<file path="config.mk">
export PLATFORM = sky130hd
export DESIGN_NAME = apr_fix_stage
export DESIGN_NICKNAME = d
export VERILOG_FILES = /design/src/rtl/apr_pkg.sv /design/src/rtl/apr_fix_stage.sv
export SDC_FILE = /design/constraint.sdc
export NUM_CORES = 1
export LEC_CHECK = 0
export ABC_AREA = 0
export BUFFER_PORTS_ARGS = -buffer_cell sky130_fd_sc_hd__buf_2
export CORE_ASPECT_RATIO = 0.9
export CORE_MARGIN = 3
export CORE_UTILIZATION = 56
export DETAILED_ROUTE_END_ITERATION = 12
export PLACE_DENSITY_LB_ADDON = 0.2
export REMOVE_ABC_BUFFERS = 1
export SLEW_MARGIN = 20
export SYNTH_ARGS = -nofsm -noshare
export SYNTH_HDL_FRONTEND = slang
export SYNTH_SLANG_ARGS = --single-unit
</file>
<file path="constraint.sdc">
create_clock -name clk -period 6.01 [get_ports clk]
set_input_delay 0.601 -clock clk [delete_from_list [all_inputs] [get_ports clk]]
set_output_delay 0.601 -clock clk [all_outputs]
set_load 0.02 [all_outputs]
</file>
<file path="src/rtl/apr_pkg.sv">
`default_nettype none
// -----------------------------------------------------------------------------
// apr_pkg
// Shared types and constants of the affine point and rectangle mapper.
// -----------------------------------------------------------------------------
package apr_pkg;

	localparam int FRAC_BITS = 16;
	localparam int COEF_W    = 32;
	localparam int POS_W     = 16;
	localparam int EXT_W     = 15;
	localparam int CFG_IDX_W = 3;
	localparam int OUT_XY_W  = 32;
	localparam int OUT_WH_W  = 31;

	// Product of a Q16.16 coefficient and a 16 bit operand.
	localparam int PROD_W  = COEF_W + POS_W;
	// Sum of two products and an offset.
	localparam int BASE_W  = PROD_W + 2;
	// Sum of two corner deltas of one sign.
	localparam int DELTA_W = PROD_W + 1;
	// Extreme corner coordinate in Q35.16.
	localparam int ACC_W   = BASE_W + 1;
	// Integer part of a corner coordinate.
	localparam int COORD_W = ACC_W - FRAC_BITS;
	// Difference of two integer coordinates.
	localparam int SPAN_W  = COORD_W + 1;

	localparam logic signed [COEF_W-1:0] COEF_ONE  = COEF_W'(32'sh0001_0000);
	localparam logic signed [COEF_W-1:0] COEF_ZERO = '0;

	typedef enum logic [CFG_IDX_W-1:0] {
		REG_COEF_A   = 3'd0,
		REG_COEF_B   = 3'd1,
		REG_COEF_C   = 3'd2,
		REG_COEF_D   = 3'd3,
		REG_OFFSET_X = 3'd4,
		REG_OFFSET_Y = 3'd5
	} reg_idx_t;

	typedef struct packed {
		logic signed [COEF_W-1:0] coef_a;
		logic signed [COEF_W-1:0] coef_b;
		logic signed [COEF_W-1:0] coef_c;
		logic signed [COEF_W-1:0] coef_d;
		logic signed [COEF_W-1:0] offset_x;
		logic signed [COEF_W-1:0] offset_y;
	} coef_t;

	typedef struct packed {
		logic                    kind;
		logic signed [POS_W-1:0] pos_x;
		logic signed [POS_W-1:0] pos_y;
		logic [EXT_W-1:0]        extent_w;
		logic [EXT_W-1:0]        extent_h;
	} item_t;

	// Products of the multiplier stage.
	typedef struct packed {
		logic                     rect;
		logic signed [PROD_W-1:0] ax;
		logic signed [PROD_W-1:0] by;
		logic signed [PROD_W-1:0] cx;
		logic signed [PROD_W-1:0] dy;
		logic signed [PROD_W-1:0] aw;
		logic signed [PROD_W-1:0] bh;
		logic signed [PROD_W-1:0] cw;
		logic signed [PROD_W-1:0] dh;
	} prod_t;

	// Extreme corners on each axis in Q35.16.
	typedef struct packed {
		logic                    rect;
		logic signed [ACC_W-1:0] lo_x;
		logic signed [ACC_W-1:0] hi_x;
		logic signed [ACC_W-1:0] lo_y;
		logic signed [ACC_W-1:0] hi_y;
	} corner_t;

	typedef struct packed {
		logic signed [OUT_XY_W-1:0] out_x;
		logic signed [OUT_XY_W-1:0] out_y;
		logic [OUT_WH_W-1:0]        out_w;
		logic [OUT_WH_W-1:0]        out_h;
	} result_t;

endpackage
`default_nettype wire

</file>
<file path="src/rtl/apr_fix_stage.sv">
`default_nettype none
// -----------------------------------------------------------------------------
// apr_fix_stage
// Fourth and fifth pipeline stages: rounding, floor and ceiling to integers,
// then box size and saturation into the result register.
// -----------------------------------------------------------------------------
module apr_fix_stage
	import apr_pkg::*;
(
	input  wire     clk,
	input  wire     arst_n,
	input  wire     in_valid,
	output logic    in_ready,
	input  corner_t in_data,
	output logic    out_valid,
	input  wire     out_ready,
	output result_t out_data
);

	typedef struct packed {
		logic                      rect;
		logic signed [COORD_W-1:0] left_x;
		logic signed [COORD_W-1:0] right_x;
		logic signed [COORD_W-1:0] left_y;
		logic signed [COORD_W-1:0] right_y;
	} int_t;

	localparam logic signed [ACC_W-1:0] HALF_UP  = ACC_W'(1 << (FRAC_BITS - 1));
	localparam logic signed [ACC_W-1:0] HALF_DN  = ACC_W'((1 << (FRAC_BITS - 1)) - 1);
	localparam logic signed [ACC_W-1:0] CEIL_ADD = ACC_W'((1 << FRAC_BITS) - 1);

	logic                    valid_s4;
	logic                    valid_s5;
	logic                    ready_s4;
	int_t                    int_s4;
	int_t                    int_d;
	result_t                 res_s5;
	result_t                 res_d;
	logic                    rect_s5;
	logic signed [ACC_W-1:0] fl_x;
	logic signed [ACC_W-1:0] fl_y;
	logic signed [ACC_W-1:0] cl_x;
	logic signed [ACC_W-1:0] cl_y;
	logic signed [SPAN_W-1:0] span_x;
	logic signed [SPAN_W-1:0] span_y;

	function automatic logic signed [OUT_XY_W-1:0] sat_xy(input logic signed [COORD_W-1:0] v);
		logic all_one;
		logic all_zero;
		all_one  = &v[COORD_W-1:OUT_XY_W-1];
		all_zero = ~|v[COORD_W-1:OUT_XY_W-1];
		if (all_one || all_zero) begin
			sat_xy = v[OUT_XY_W-1:0];
		end else if (v[COORD_W-1]) begin
			sat_xy = {1'b1, {(OUT_XY_W-1){1'b0}}};
		end else begin
			sat_xy = {1'b0, {(OUT_XY_W-1){1'b1}}};
		end
	endfunction

	function automatic logic [OUT_WH_W-1:0] sat_wh(input logic signed [SPAN_W-1:0] v);
		if (v[SPAN_W-1]) begin
			sat_wh = '0;
		end else if (|v[SPAN_W-2:OUT_WH_W]) begin
			sat_wh = '1;
		end else begin
			sat_wh = v[OUT_WH_W-1:0];
		end
	endfunction

	// A point rounds half away from zero: a negative value gets a bias one
	// short of a half before the arithmetic shift. A rectangle takes the floor
	// of its minimum and the ceiling of its maximum.
	always_comb begin
		if (in_data.rect) begin
			fl_x = in_data.lo_x;
			fl_y = in_data.lo_y;
		end else begin
			fl_x = in_data.lo_x + (in_data.lo_x[ACC_W-1] ? HALF_DN : HALF_UP);
			fl_y = in_data.lo_y + (in_data.lo_y[ACC_W-1] ? HALF_DN : HALF_UP);
		end
		cl_x          = in_data.hi_x + CEIL_ADD;
		cl_y          = in_data.hi_y + CEIL_ADD;
		int_d.rect    = in_data.rect;
		int_d.left_x  = fl_x[ACC_W-1:FRAC_BITS];
		int_d.left_y  = fl_y[ACC_W-1:FRAC_BITS];
		int_d.right_x = cl_x[ACC_W-1:FRAC_BITS];
		int_d.right_y = cl_y[ACC_W-1:FRAC_BITS];
	end

	always_comb begin
		span_x      = SPAN_W'(int_s4.right_x) - SPAN_W'(int_s4.left_x);
		span_y      = SPAN_W'(int_s4.right_y) - SPAN_W'(int_s4.left_y);
		res_d.out_x = sat_xy(int_s4.left_x);
		res_d.out_y = sat_xy(int_s4.left_y);
		res_d.out_w = int_s4.rect ? sat_wh(span_x) : '0;
		res_d.out_h = int_s4.rect ? sat_wh(span_y) : '0;
	end

	assign ready_s4  = !valid_s5 || out_ready;
	assign in_ready  = !valid_s4 || ready_s4;
	assign out_valid = valid_s5;
	assign out_data  = res_s5;

	always_ff @(posedge clk or negedge arst_n) begin
		if (!arst_n) begin
			valid_s4 <= 1'b0;
			valid_s5 <= 1'b0;
		end else begin
			if (in_ready) begin
				valid_s4 <= in_valid;
			end
			if (ready_s4) begin
				valid_s5 <= valid_s4;
			end
		end
	end

	always_ff @(posedge clk) begin
		if (in_ready && in_valid) begin
			int_s4 <= int_d;
		end
		if (ready_s4 && valid_s4) begin
			res_s5  <= res_d;
			rect_s5 <= int_s4.rect;
		end
	end

	// The maximum corner never lies below the minimum one.
	assert property (@(posedge clk) disable iff (!arst_n)
		valid_s4 && int_s4.rect |-> (int_s4.right_x >= int_s4.left_x) &&
			(int_s4.right_y >= int_s4.left_y))
		else $error("apr_fix_stage: box edge order inverted");

	// A point result carries no box size.
	assert property (@(posedge clk) disable iff (!arst_n)
		valid_s5 && !rect_s5 |-> (res_s5.out_w == '0) && (res_s5.out_h == '0))
		else $error("apr_fix_stage: point result with non-zero size");

	// A stalled item in the rounding stage stays put until it moves on.
	assert property (@(posedge clk) disable iff (!arst_n)
		valid_s4 && !ready_s4 |=> valid_s4 && $stable(int_s4))
		else $error("apr_fix_stage: stalled stage lost or changed its item");

endmodule
`default_nettype wire

</file>
# == Yosys cells after proc, flatten, opt, wreduce, memory -nomap -nowiden ==
# Index checks and enable logic that the tools add are counted.
# op_classes
add_sub_neg,6
n_mux,10
n_bitwise,1
reduce_logical,18
# op_table
operator,n
2-to-1 mux 32 bit,4
adder 51 x 17 -> 51 bit,2
"adder 51 x 17 -> 51 bit, second input constant",2
2-to-1 mux 51 bit,2
subtractor 35 x 35 -> 36 bit,2
2-to-1 mux 31 bit,2
2-to-1 mux 16 bit,2
OR reduction 4 bit,4
AND reduction 4 bit,2
zero test 1 bit,4
logical OR 1 bit,4
OR reduction 2 bit,2
logical AND 1 bit,2
inverter 1 bit,1
# totals
regBits,269
inputBits,209
out_inout_bits,128
elab_cells,46

# == Longest topological paths before layout ==
# Gate-level depths: netlist of run 1.
# depth
word_depth,4
mapped_depth,14

# == Worst setup path before layout of run 1 ==
# OpenSTA, ideal clock, no wires.
# synth_timing
path_kind,input to register
startpoint,input port out_ready
endpoint,register int_s4[0] (netlist bit) (enable)
setup_time_ns,0.517
t_arrival_ns,4.135
required_ns,5.493
path_slack_ns,1.359
path_stages,2
cell_sequence,nand3b_1 and2_1
# synth_via
elab_chain_cells,3
# synth_rtl
item,line,text
from (decl),apr_fix_stage.sv:16,"input wire out_ready,"
logical OR 1 bit,apr_fix_stage.sv:100,assign ready_s4 = !valid_s5 || out_ready;
logical OR 1 bit,apr_fix_stage.sv:101,assign in_ready = !valid_s4 || ready_s4;
logical AND 1 bit,apr_fix_stage.sv:120,if (in_ready && in_valid) begin
to (signal assigned),apr_fix_stage.sv:121,int_s4 <= int_d;
to (decl),apr_fix_stage.sv:35,int_t int_s4;
# Every way passes these cells.
# A chain may end at the register's enable or synchronous reset.

# == Worst setup path in the final report of run 1 ==
# layout_timing
startpoint,register int_s4[35] (netlist bit)
endpoint,"register res_s5, in the netlist out_data[2] (data pin)"
# layout_via
elab_chain_cells,3
# layout_rtl
item,line,text
subtractor 35 x 35 -> 36 bit *,apr_fix_stage.sv:93,span_y = SPAN_W'(int_s4.right_y) - SPAN_W'(int_s4.left_y);
OR reduction 4 bit,apr_fix_stage.sv:64,end else if (|v[SPAN_W-2:OUT_WH_W]) begin
2-to-1 mux 31 bit,apr_fix_stage.sv:64,
to (signal assigned),apr_fix_stage.sv:124,res_s5 <= res_d;
to (decl),apr_fix_stage.sv:37,result_t res_s5;
# Every way passes the cells marked *; elsewhere a longest branch is shown, timed or not.

==> impl_metrics.csv, run 1 <==
group,metric,value,unit
timing,setup_violations,0,
layout,multiInputGateArea,0.00744,mm²
layout,final_cell_area,0.0190,mm²
cts,htreeDepth,1,
timing,setup_slack,1.91,ns
drt,drcViolationCount,0,
timing,tightest_slew,1.08,ns
cts,cts_buffers,29,
drt,via_per_inst,5.64,
placement,pre_cts_ws,1.90,ns
timing,fin_setup_tns,0,ns
timing,rsz0062_at_grt,"false",
job,drv_cap,0,
layout,seq_area,0.00807,mm²
power_and_ir_drop,p_per_area,266,mW/mm²
drt,first_iter_violations,955,
logic_synthesis,synth_cell_type_count,61,
cts,cts_sinks,269,
layout,drive_gt1_share,23.2,%
logic_synthesis,synth_edf_count,267,
logic_synthesis,ys_ff_latch,269,
power_and_ir_drop,p_leak,8.02,nW
floorplanning,die_y,167,µm
layout,final_cell_mix,"336 x buf_2, 267 x edfxtp_1, 156 x nand2_1, 125 x xnor2_1, 105 x inv_1",
drt,wl_per_cell,17.4,µm
placement,portBuffers,336,
cts,clkLatencyLatePin,0.54,ns
placement,gp_congestion,0.928,
setup_path,worstPathRequired,6.24,ns
power_and_ir_drop,ir_worst_vdd,0.000230,V
drt,ant_nets,0,
timing,final_hold_viol_count,0,
logic_synthesis,avgSynthCellArea,10.6,µm²
grt,grt.total_usage,24.5,%
timing,post-route-min-period,4.10,ns
floorplanning,ioPinCount,337,
cts,ctsResizeCount,0,
drt,firstDrtPassIters,6,
drt,dr_total_vias,12500,
status,status,"complete, no violations",
setup_path,endpoint_kind,"register",
setup_path,cp-start-kind,"register",
layout,fin_util,67.6,%
timing,slew_headroom,28.2,%
layout,final_common_cell,"buf_2",
cts,cts_tree,"built",
floorplanning,core_area,0.0281,mm²
logic_synthesis,synth_cells,1509,
min_path,hp-class,"input pin to register",
grt,grt_pass1_vias,12000,
layout,fill_cells,2208,
timing,min_period_over_period,68.3,%
timing,max_freq,244,MHz
grt,grt_max_degree,74,
timing,finClkSkew,0.00984,ns
logic_synthesis,yosys_most_used_dff,"edfxtp_1",
grt,antenna_found_initial,6,
cts,cts.clk_slew.worst_paths,0.06,ns
placement,dpl_cell_area,0.0181,mm²
logic_synthesis,synthArstFlopShare,0.743,%
floorplanning,initial_core_util,57.2,%
floorplanning,die_w,185,µm
cts,clock-root-buffer,"clkbuf_16",
cts,clockBufferDepth,3,
logic_synthesis,synth_area,0.0161,mm²
grt,grt_pass1_wl,61.3,mm
grt,gr-total-overflow,0,
logic_synthesis,yosysSeqAreaShare,50.2,%
timing,whs,0.286,ns
setup_path,crit_type,"register to register",
timing,drv_slew,0,
layout,finalNetCount,2148,
setup_path,worstPathMaxFanout,31,
logic_synthesis,yosys_warnings,0,
drt,finalWirelength,38.6,mm
floorplanning,rows,58,
floorplanning,die_area,0.0308,mm²
layout,syn2layout_area_growth,18.1,%
placement,hpwl,29.9,mm
setup_path,crit_arrival,4.33,ns
[sequential cells by signal (all words and copies together) (netlist names)]
signal and count:
out_valid 1, valid_s4 1, out_data 126, int_s4 141
[layout make-up]
class | count | area share (%)
Multi-Input combinational cell | 1086 | 39.2
Clock buffer | 37 | 3.98
Clock inverter | 14 | 0.488
Inverter | 105 | 2.08
Tap cell | 360 | 2.37
Timing Repair Buffer | 346 | 9.27
Sequential cell | 269 | 42.5
Antenna cell | 4 | 0.0528
[stage by stage]
step / total power, W / std cells
final: 0.00505 / 2221
after global routing: 0.00528 / 2221
after CTS: 0.00507 / 2217
after detailed placement: 0.00346 / 2165
after global placement: 0.00344 / 2165
after floorplan: 0.00310 / 1460
[repair_timing]
| action | 4_1_cts | 5_1_grt |
|---|---|---|
| setup buffers | 0 | 0 |
| hold buffers | 1 | 0 |
| hold endpoints to repair | 2 | 0 |
[power breakdown]
part / leakage, nW / internal, W / switching [W] / total, W
logic: 5.00 / 0.000408 / 0.000700 / 0.00111
registers: 2.60 / 0.00227 / 0.0000581 / 0.00233
clock network: 0.412 / 0.000923 / 0.000693 / 0.00162
total: 8.02 / 0.00360 / 0.00145 / 0.00505
[logic make-up (layout without fill, tap and decap cells)]
group / after synthesis / after routing / synth area share [%]
XOR/XNOR: 194 / 194 / 10.6
flip-flops: 269 / 269 / 50.2
other: 0 / 4 / 0
AND/OR/NAND/NOR: 439 / 439 / 13.6
AO/OA/AOI/OAI: 351 / 351 / 13.8
adder cells (fa/ha/maj): 102 / 102 / 8.04
buffers and inverters: 154 / 502 / 3.74
[cells in the mapped netlist, drive strengths merged, types with 10 or more instances]
| cell | instances | area share (%) |
|---|---|---|
| clkbuf | 44 | 1.0 |
| edfxtp | 267 | 50 |
| and2 | 11 | 0.43 |
| and4 | 10 | 0.55 |
| xor2 | 69 | 3.8 |
| nor3 | 15 | 0.54 |
| nand3 | 59 | 1.8 |
| inv | 105 | 2.5 |
| ha | 100 | 7.8 |
| a21o | 39 | 1.8 |
| xnor2 | 125 | 6.8 |
| and3 | 24 | 0.93 |
| a21oi | 130 | 4.8 |
| nand2b | 16 | 0.62 |
| nor2 | 58 | 1.4 |
| o21ai | 110 | 3.4 |
| nand4 | 44 | 1.7 |
| nor4 | 18 | 0.70 |
| nand2 | 156 | 3.6 |
| a31oi | 11 | 0.52 |
[critical path: stages (launching register included)]
cell	delay, ns
edfxtp_1	0.40
ha_1	0.23
fa_1	0.41
nor2b_1	0.19
o31a_1	0.22
o211ai_1	0.16
o21ai_0	0.25
a31oi_1	0.22
o21ai_1	0.30
a31oi_1	0.16
xnor2_1	0.16
o2111a_1	0.91
a21oi_1	0.16
[final timing paths]
kind,slack (ns),startpoint,cells after the start,endpoint
max in group asynchronous,5.54,arst_n,2,out_valid
min in group asynchronous,0.38,arst_n,2,valid_s4
hold reg to reg,0.51,valid_s4,1,out_valid
hold / removal,0.29,in_valid,2,valid_s4
setup / recovery,1.91,int_s4[35],12,out_data[2]
setup reg to reg,1.91,int_s4[35],12,out_data[2]
[metal layers]
metal / global-route usage, % / up-vias / part of all wire (%)
met2: 40.8 / 461 / 48
met5: 0 / - / 0.036
li1: - / 6170 / -
met1: 33.4 / 5836 / 43
met4: 6.90 / 4 / 2.8
met3: 4.04 / 59 / 6.9
Power figures use the tool's default switching activity.
==> inputs of run 2 (changes only) <==
==> constraint.sdc (replaced) <==
create_clock -name clk -period 4.1 [get_ports clk]
set_input_delay 0.41 -clock clk [delete_from_list [all_inputs] [get_ports clk]]
set_output_delay 0.41 -clock clk [all_outputs]
set_load 0.02 [all_outputs]
==> impl_metrics.csv, run 2 (synthesis gave the netlist of run 1 again) <==
group,metric,value,unit
grt,grt-busiest-layer,"met2",
drt,drcViolationCount,0,
cts,htreeDepth,1,
setup_path,r2r-start,"int_s4[83]",
min_path,hp-class,"input pin to register",
power_and_ir_drop,ir_worst_vdd,0.000363,V
drt,ant_nets,0,
power_and_ir_drop,p_leak,8.08,nW
cts,clock-root-buffer,"clkbuf_16",
setup_path,worstPathCellList,"ha_1, and3_1, and2_0, a221o_1, a311oi_4, o21bai_4, a31oi_4, nor4_1, or4_4, nor3_4, buf_12, a21oi_1",
placement,gp_congestion,0.914,
timing,finClkSkew,0.00913,ns
cts,cts_buffers,28,
grt,met2_usage,41.2,%
setup_path,crit_slowest_cell,"or4_4",
grt,met1_usage,33.4,%
cts,clockBufferDepth,3,
timing,slew_headroom,31.5,%
grt,antenna_found_initial,1,
floorplanning,rows,58,
floorplanning,die_w,185,µm
timing,post-route-min-period,3.73,ns
timing,setup_violations,0,
timing,tightest_slew,1.03,ns
setup_path,worstPathMaxFanout,31,
setup_path,reg2regPathDepth,12,
grt,use_met3,3.17,%
min_path,hold-path-cell-count,2,
power_and_ir_drop,power,0.00735,W
status,status,"complete, no violations",
layout,final_common_cell,"buf_2",
cts,cts_setup_buffers,0,
drt,firstDrtPassIters,6,
job,drv_cap,0,
setup_path,cp-start-kind,"register",
grt,gr-total-overflow,0,
timing,rsz0062_at_grt,"false",
cts,cts_sinks,269,
grt,grt_pass1_vias,11800,
floorplanning,die_area,0.0308,mm²
setup_path,ff2ff_setup_slack,0.37,ns
cts,cts.clk_slew.worst_paths,0.06,ns
grt,grt_max_degree,74,
setup_path,crit_arrival,4.01,ns
setup_path,crit_type,"register to register",
placement,pre_cts_ws,0.344,ns
floorplanning,initial_core_util,57.2,%
timing,setup_slack,0.369,ns
cts,clkLatencyLatePin,0.54,ns
drt,via_per_inst,5.64,
setup_path,reg2reg_to,"out_data[31]",
placement,hpwl,30.0,mm
min_path,min_to,"valid_s4",
layout,largest_reg_flops,141,
timing,max_freq,268,MHz
layout,drive_gt1_share,23.7,%
setup_path,worstPathRequired,4.38,ns
floorplanning,die_y,167,µm
timing,drv_slew,0,
cts,cts_tree,"built",
timing,whs,0.100,ns
grt,grt_pass1_wl,60.7,mm
layout,final_cell_mix,"336 x buf_2, 267 x edfxtp_1, 156 x nand2_1, 125 x xnor2_1, 105 x inv_1",
min_path,holdCritStartpoint,"in_valid",
drt,finalWirelength,39.2,mm
drt,wl_per_cell,17.6,µm
timing,final_hold_viol_count,0,
setup_path,endpoint_kind,"register",
power_and_ir_drop,p_per_area,386,mW/mm²
placement,portBuffers,336,
grt,grt.total_usage,24.5,%
drt,first_iter_violations,884,
layout,finalNetCount,2159,
setup_path,slowest_delay,0.49,ns
timing,fin_setup_tns,0,ns
layout,fill_cells,2168,
layout,regMostFlops,"int_s4",
floorplanning,ioPinCount,337,
timing,min_period_over_period,91.0,%
floorplanning,core_area,0.0281,mm²
drt,dr_total_vias,12600,
layout,syn2layout_area_growth,18.7,%
run 2: changes by cell type in the layout (fill, tap and decap cells not counted), sizes merged:
| cell | change |
|---|---|
| diode | -3 |
| clkbuf | +1 |
| buf | +12 |
| clkinv | -1 |
| bufinv | -1 |
| inv | -1 |
run 2: per-layer routing:
| metal | vias to the layer above | wire, µm | share of wire (%) |
|---|---|---|---|
| met5 | - | 0 | 0 |
| met4 | 0 | 1200 | 3.1 |
| met3 | 67 | 2600 | 6.6 |
| met2 | 474 | 18700 | 48 |
| met1 | 5849 | 16700 | 43 |
| li1 | 6177 | - | - |
run 2: layout make-up:
type	count	area (µm²)	area share (%)
Clock buffer	38	759	3.98
Timing Repair Buffer	358	1900	9.96
Sequential cell	269	8070	42.3
Antenna cell	1	2.50	0.0131
Tap cell	360	450	2.36
Inverter	105	394	2.07
Multi-Input combinational cell	1086	7430	39.0
Clock inverter	11	56.3	0.295
run 2: where the power goes:
part / total [W] / leakage, nW / internal [W] / switching [W]
registers: 0.00341 / 2.60 / 0.00332 / 0.0000826
logic: 0.00165 / 5.08 / 0.000616 / 0.00103
clock network: 0.00230 / 0.398 / 0.00129 / 0.00101
run 2: worst max path at each step:
stage	from	to	slack, ns	depth (start not counted)
finish	int_s4[83]	out_data[31]	0.37	12
global placement	int_s4[105]	out_data[31]	0.43	13
floorplan	out_valid	int_s4[0]	-0.43	2
detailed placement	int_s4[105]	out_data[31]	0.34	13
CTS	int_s4[105]	out_data[31]	0.34	13
global route	int_s4[105]	out_data[31]	0.14	13
run 2: metrics by stage:
step	cells	cell area, µm²	util [%]
finish	2228	19100	67.9
global placement	2177	18200	64.9
CTS	2227	19100	67.9
global route	2228	19100	67.9
floorplan	1460	15900	-
detailed placement	2177	18200	64.9
run 2: what timing repair did:
item                                    4_1_cts  5_1_grt
hold buffers                                  1        0
endpoints found under the setup margin        0        0
endpoints found under the hold margin         2        0
resized for setup                             0        0
run 2: worst max-delay path: cells and delay by family, from the launching register on:
kind / cells / cell delay, ns
buffers and inverters: 1 / 0.24
AND/OR/NAND/NOR: 5 / 1.19
AO/OA/AOI/OAI: 5 / 1.29
adder cells (fa/ha/maj): 1 / 0.36
flip-flops: 1 / 0.37
==> inputs of run 3 (changes only) <==
--- a/config.mk
+++ b/config.mk
@@ -9,7 +9,7 @@
 export BUFFER_PORTS_ARGS = -buffer_cell sky130_fd_sc_hd__buf_2
 export CORE_ASPECT_RATIO = 0.9
 export CORE_MARGIN = 3
-export CORE_UTILIZATION = 56
+export CORE_UTILIZATION = 60
 export DETAILED_ROUTE_END_ITERATION = 12
 export PLACE_DENSITY_LB_ADDON = 0.2
 export REMOVE_ABC_BUFFERS = 1
==> constraint.sdc (replaced) <==
create_clock -name clk -period 4.6 [get_ports clk]
set_input_delay 0.46 -clock clk [delete_from_list [all_inputs] [get_ports clk]]
set_output_delay 0.46 -clock clk [all_outputs]
set_load 0.02 [all_outputs]
==> impl_metrics.csv, run 3 (synthesis gave the netlist of run 1 again) <==
group,metric,value,unit
timing,max_freq,252,MHz
setup_path,worstPathCellList,"ha_1, fa_1, nor2b_1, o31ai_1, a211oi_1, a311oi_4, or4_1, nand2_1, xor2_1, or4_4, nor3_4, buf_4, a21oi_1",
setup_path,crit_arrival,4.24,ns
timing,post-route-min-period,3.97,ns
drt,dr_total_vias,12700,
setup_path,reg2regPathDepth,13,
placement,dp.cells,2158,
cts,ctsResizeCount,0,
setup_path,path_buf_inv,1,
power_and_ir_drop,ir_worst_vdd,0.000247,V
min_path,min_to,"valid_s4",
floorplanning,rows,56,
setup_path,worstPathMaxFanout,31,
setup_path,ff2ff_setup_slack,0.63,ns
grt,gr-total-overflow,0,
cts,clockBufferDepth,3,
min_path,hold-path-cell-count,2,
drt,via_per_inst,5.71,
layout,final_cells,2217,
power_and_ir_drop,p_leak,8.08,nW
timing,drv_slew,0,
timing,min_period_over_period,86.4,%
grt,antenna_found_initial,6,
layout,final_cell_mix,"336 x buf_2, 267 x edfxtp_1, 156 x nand2_1, 125 x xnor2_1, 105 x inv_1",
drt,first_iter_violations,945,
placement,hpwl,30.2,mm
setup_path,slowest_delay,0.55,ns
drt,drcViolationCount,0,
min_path,hp-class,"input pin to register",
floorplanning,die_area,0.0288,mm²
layout,final_common_cell,"buf_2",
setup_path,crit_slowest_cell,"or4_1",
placement,gp_congestion,0.878,
drt,ant_nets,0,
min_path,holdCritStartpoint,"in_valid",
drt,firstDrtPassIters,5,
timing,finClkSkew,0.0112,ns
placement,portBuffers,336,
timing,fin_setup_tns,0,ns
setup_path,endpoint_kind,"register",
layout,finalNetCount,2152,
timing,tightest_slew,0.963,ns
drt,finalWirelength,39.2,mm
drt,wl_per_cell,17.7,µm
cts,cts.clk_slew.worst_paths,0.06,ns
setup_path,worstPathRequired,4.87,ns
layout,fin_util,72.7,%
timing,slew_headroom,35.2,%
cts,clock-root-buffer,"clkbuf_16",
setup_path,reg2reg_to,"out_data[31]",
setup_path,cp-start-kind,"register",
status,status,"complete, no violations",
layout,drive_gt1_share,23.8,%
cts,cts_buffers,28,
layout,regMostFlops,"int_s4",
setup_path,r2r-start,"int_s4[105]",
job,drv_cap,0,
grt,grt_max_degree,72,
floorplanning,die_w,178,µm
setup_path,crit_type,"register to register",
cts,htreeDepth,1,
cts,clkLatencyLatePin,0.54,ns
grt,grt_pass1_vias,12100,
floorplanning,initial_core_util,61.3,%
layout,syn2layout_area_growth,18.6,%
timing,final_hold_viol_count,0,
floorplanning,ioPinCount,337,
grt,grt_pass1_wl,61.1,mm
floorplanning,core_area,0.0262,mm²
power_and_ir_drop,p_per_area,353,mW/mm²
grt,grt.total_usage,26.4,%
layout,largest_reg_flops,141,
cts,cts_tree,"built",
timing,rsz0062_at_grt,"false",
floorplanning,die_y,161,µm
setup_path,cp_top_family,"simple AND/OR/NAND/NOR gates",
timing,setup_violations,0,
cts,cts_sinks,269,
-- run 3: stage by stage --
stage / power, W / cell area (µm²) / hold WS (ns) / setup slack (ns)
2_1_floorplan: 0.00405 / 15900 / 0.164 / 0.0694
3_3_place_gp: 0.00449 / 18100 / 0.246 / 0.729
3_5_place_dp: 0.00453 / 18100 / 0.247 / 0.631
4_1_cts: 0.00674 / 19000 / 0.129 / 0.620
5_1_grt: 0.00701 / 19100 / 0.139 / 0.435
6_report: 0.00672 / 19100 / 0.151 / 0.626
-- run 3: report_power, final --
part           total (W)  internal [W]  switching (W)
clock            0.00223       0.00127       0.000956
combinational    0.00146      0.000537       0.000922
sequential       0.00304       0.00296      0.0000781
total            0.00672       0.00477        0.00196
-- run 3: how the worst max path moves through the flow --
stage	start	endpoint	slack (ns)	cells past startpoint
final	int_s4[105]	out_data[31]	0.63	13
after detailed placement	int_s4[105]	out_data[31]	0.63	13
after global routing	int_s4[105]	out_data[31]	0.44	13
after CTS	int_s4[105]	out_data[31]	0.62	13
after floorplan	out_valid	int_s4[0]	0.07	2
after global placement	int_s4[105]	out_data[31]	0.73	13
-- run 3: worst register-to-register path: stages, from the launching register on --
cell and delay [ns]:
edfxtp_1 0.41, ha_1 0.23, fa_1 0.40, nor2b_1 0.17
o31ai_1 0.14, a211oi_1 0.37, a311oi_4 0.11, or4_1 0.55
nand2_1 0.09, xor2_1 0.06, or4_4 0.43, nor3_4 0.18
buf_4 0.42, a21oi_1 0.15
-- run 3: what timing repair did --
action                                 4_1_cts  5_1_grt
buffers inserted                             0        0
endpoints found under the hold margin        2        0
hold buffers                                 1        0
-- run 3: metal layers --
layer	share of wire (%)	wire [µm]	GRT usage, %
met5	0.033	13	0
met4	3.2	1260	8.68
met3	7.2	2820	3.76
met2	48	18900	44.8
met1	41	16200	35.2
-- run 3: cell type report --
type | count | area (µm²)
multi-input cells | 1086 | 7430
well taps | 348 | 435
clock inverters | 19 | 163
repair buffers | 351 | 1810
diodes | 6 | 15.0
clock buffers | 33 | 741
flip-flops and latches | 269 | 8070
fillers | 1916 | 7150
inverters | 105 | 394
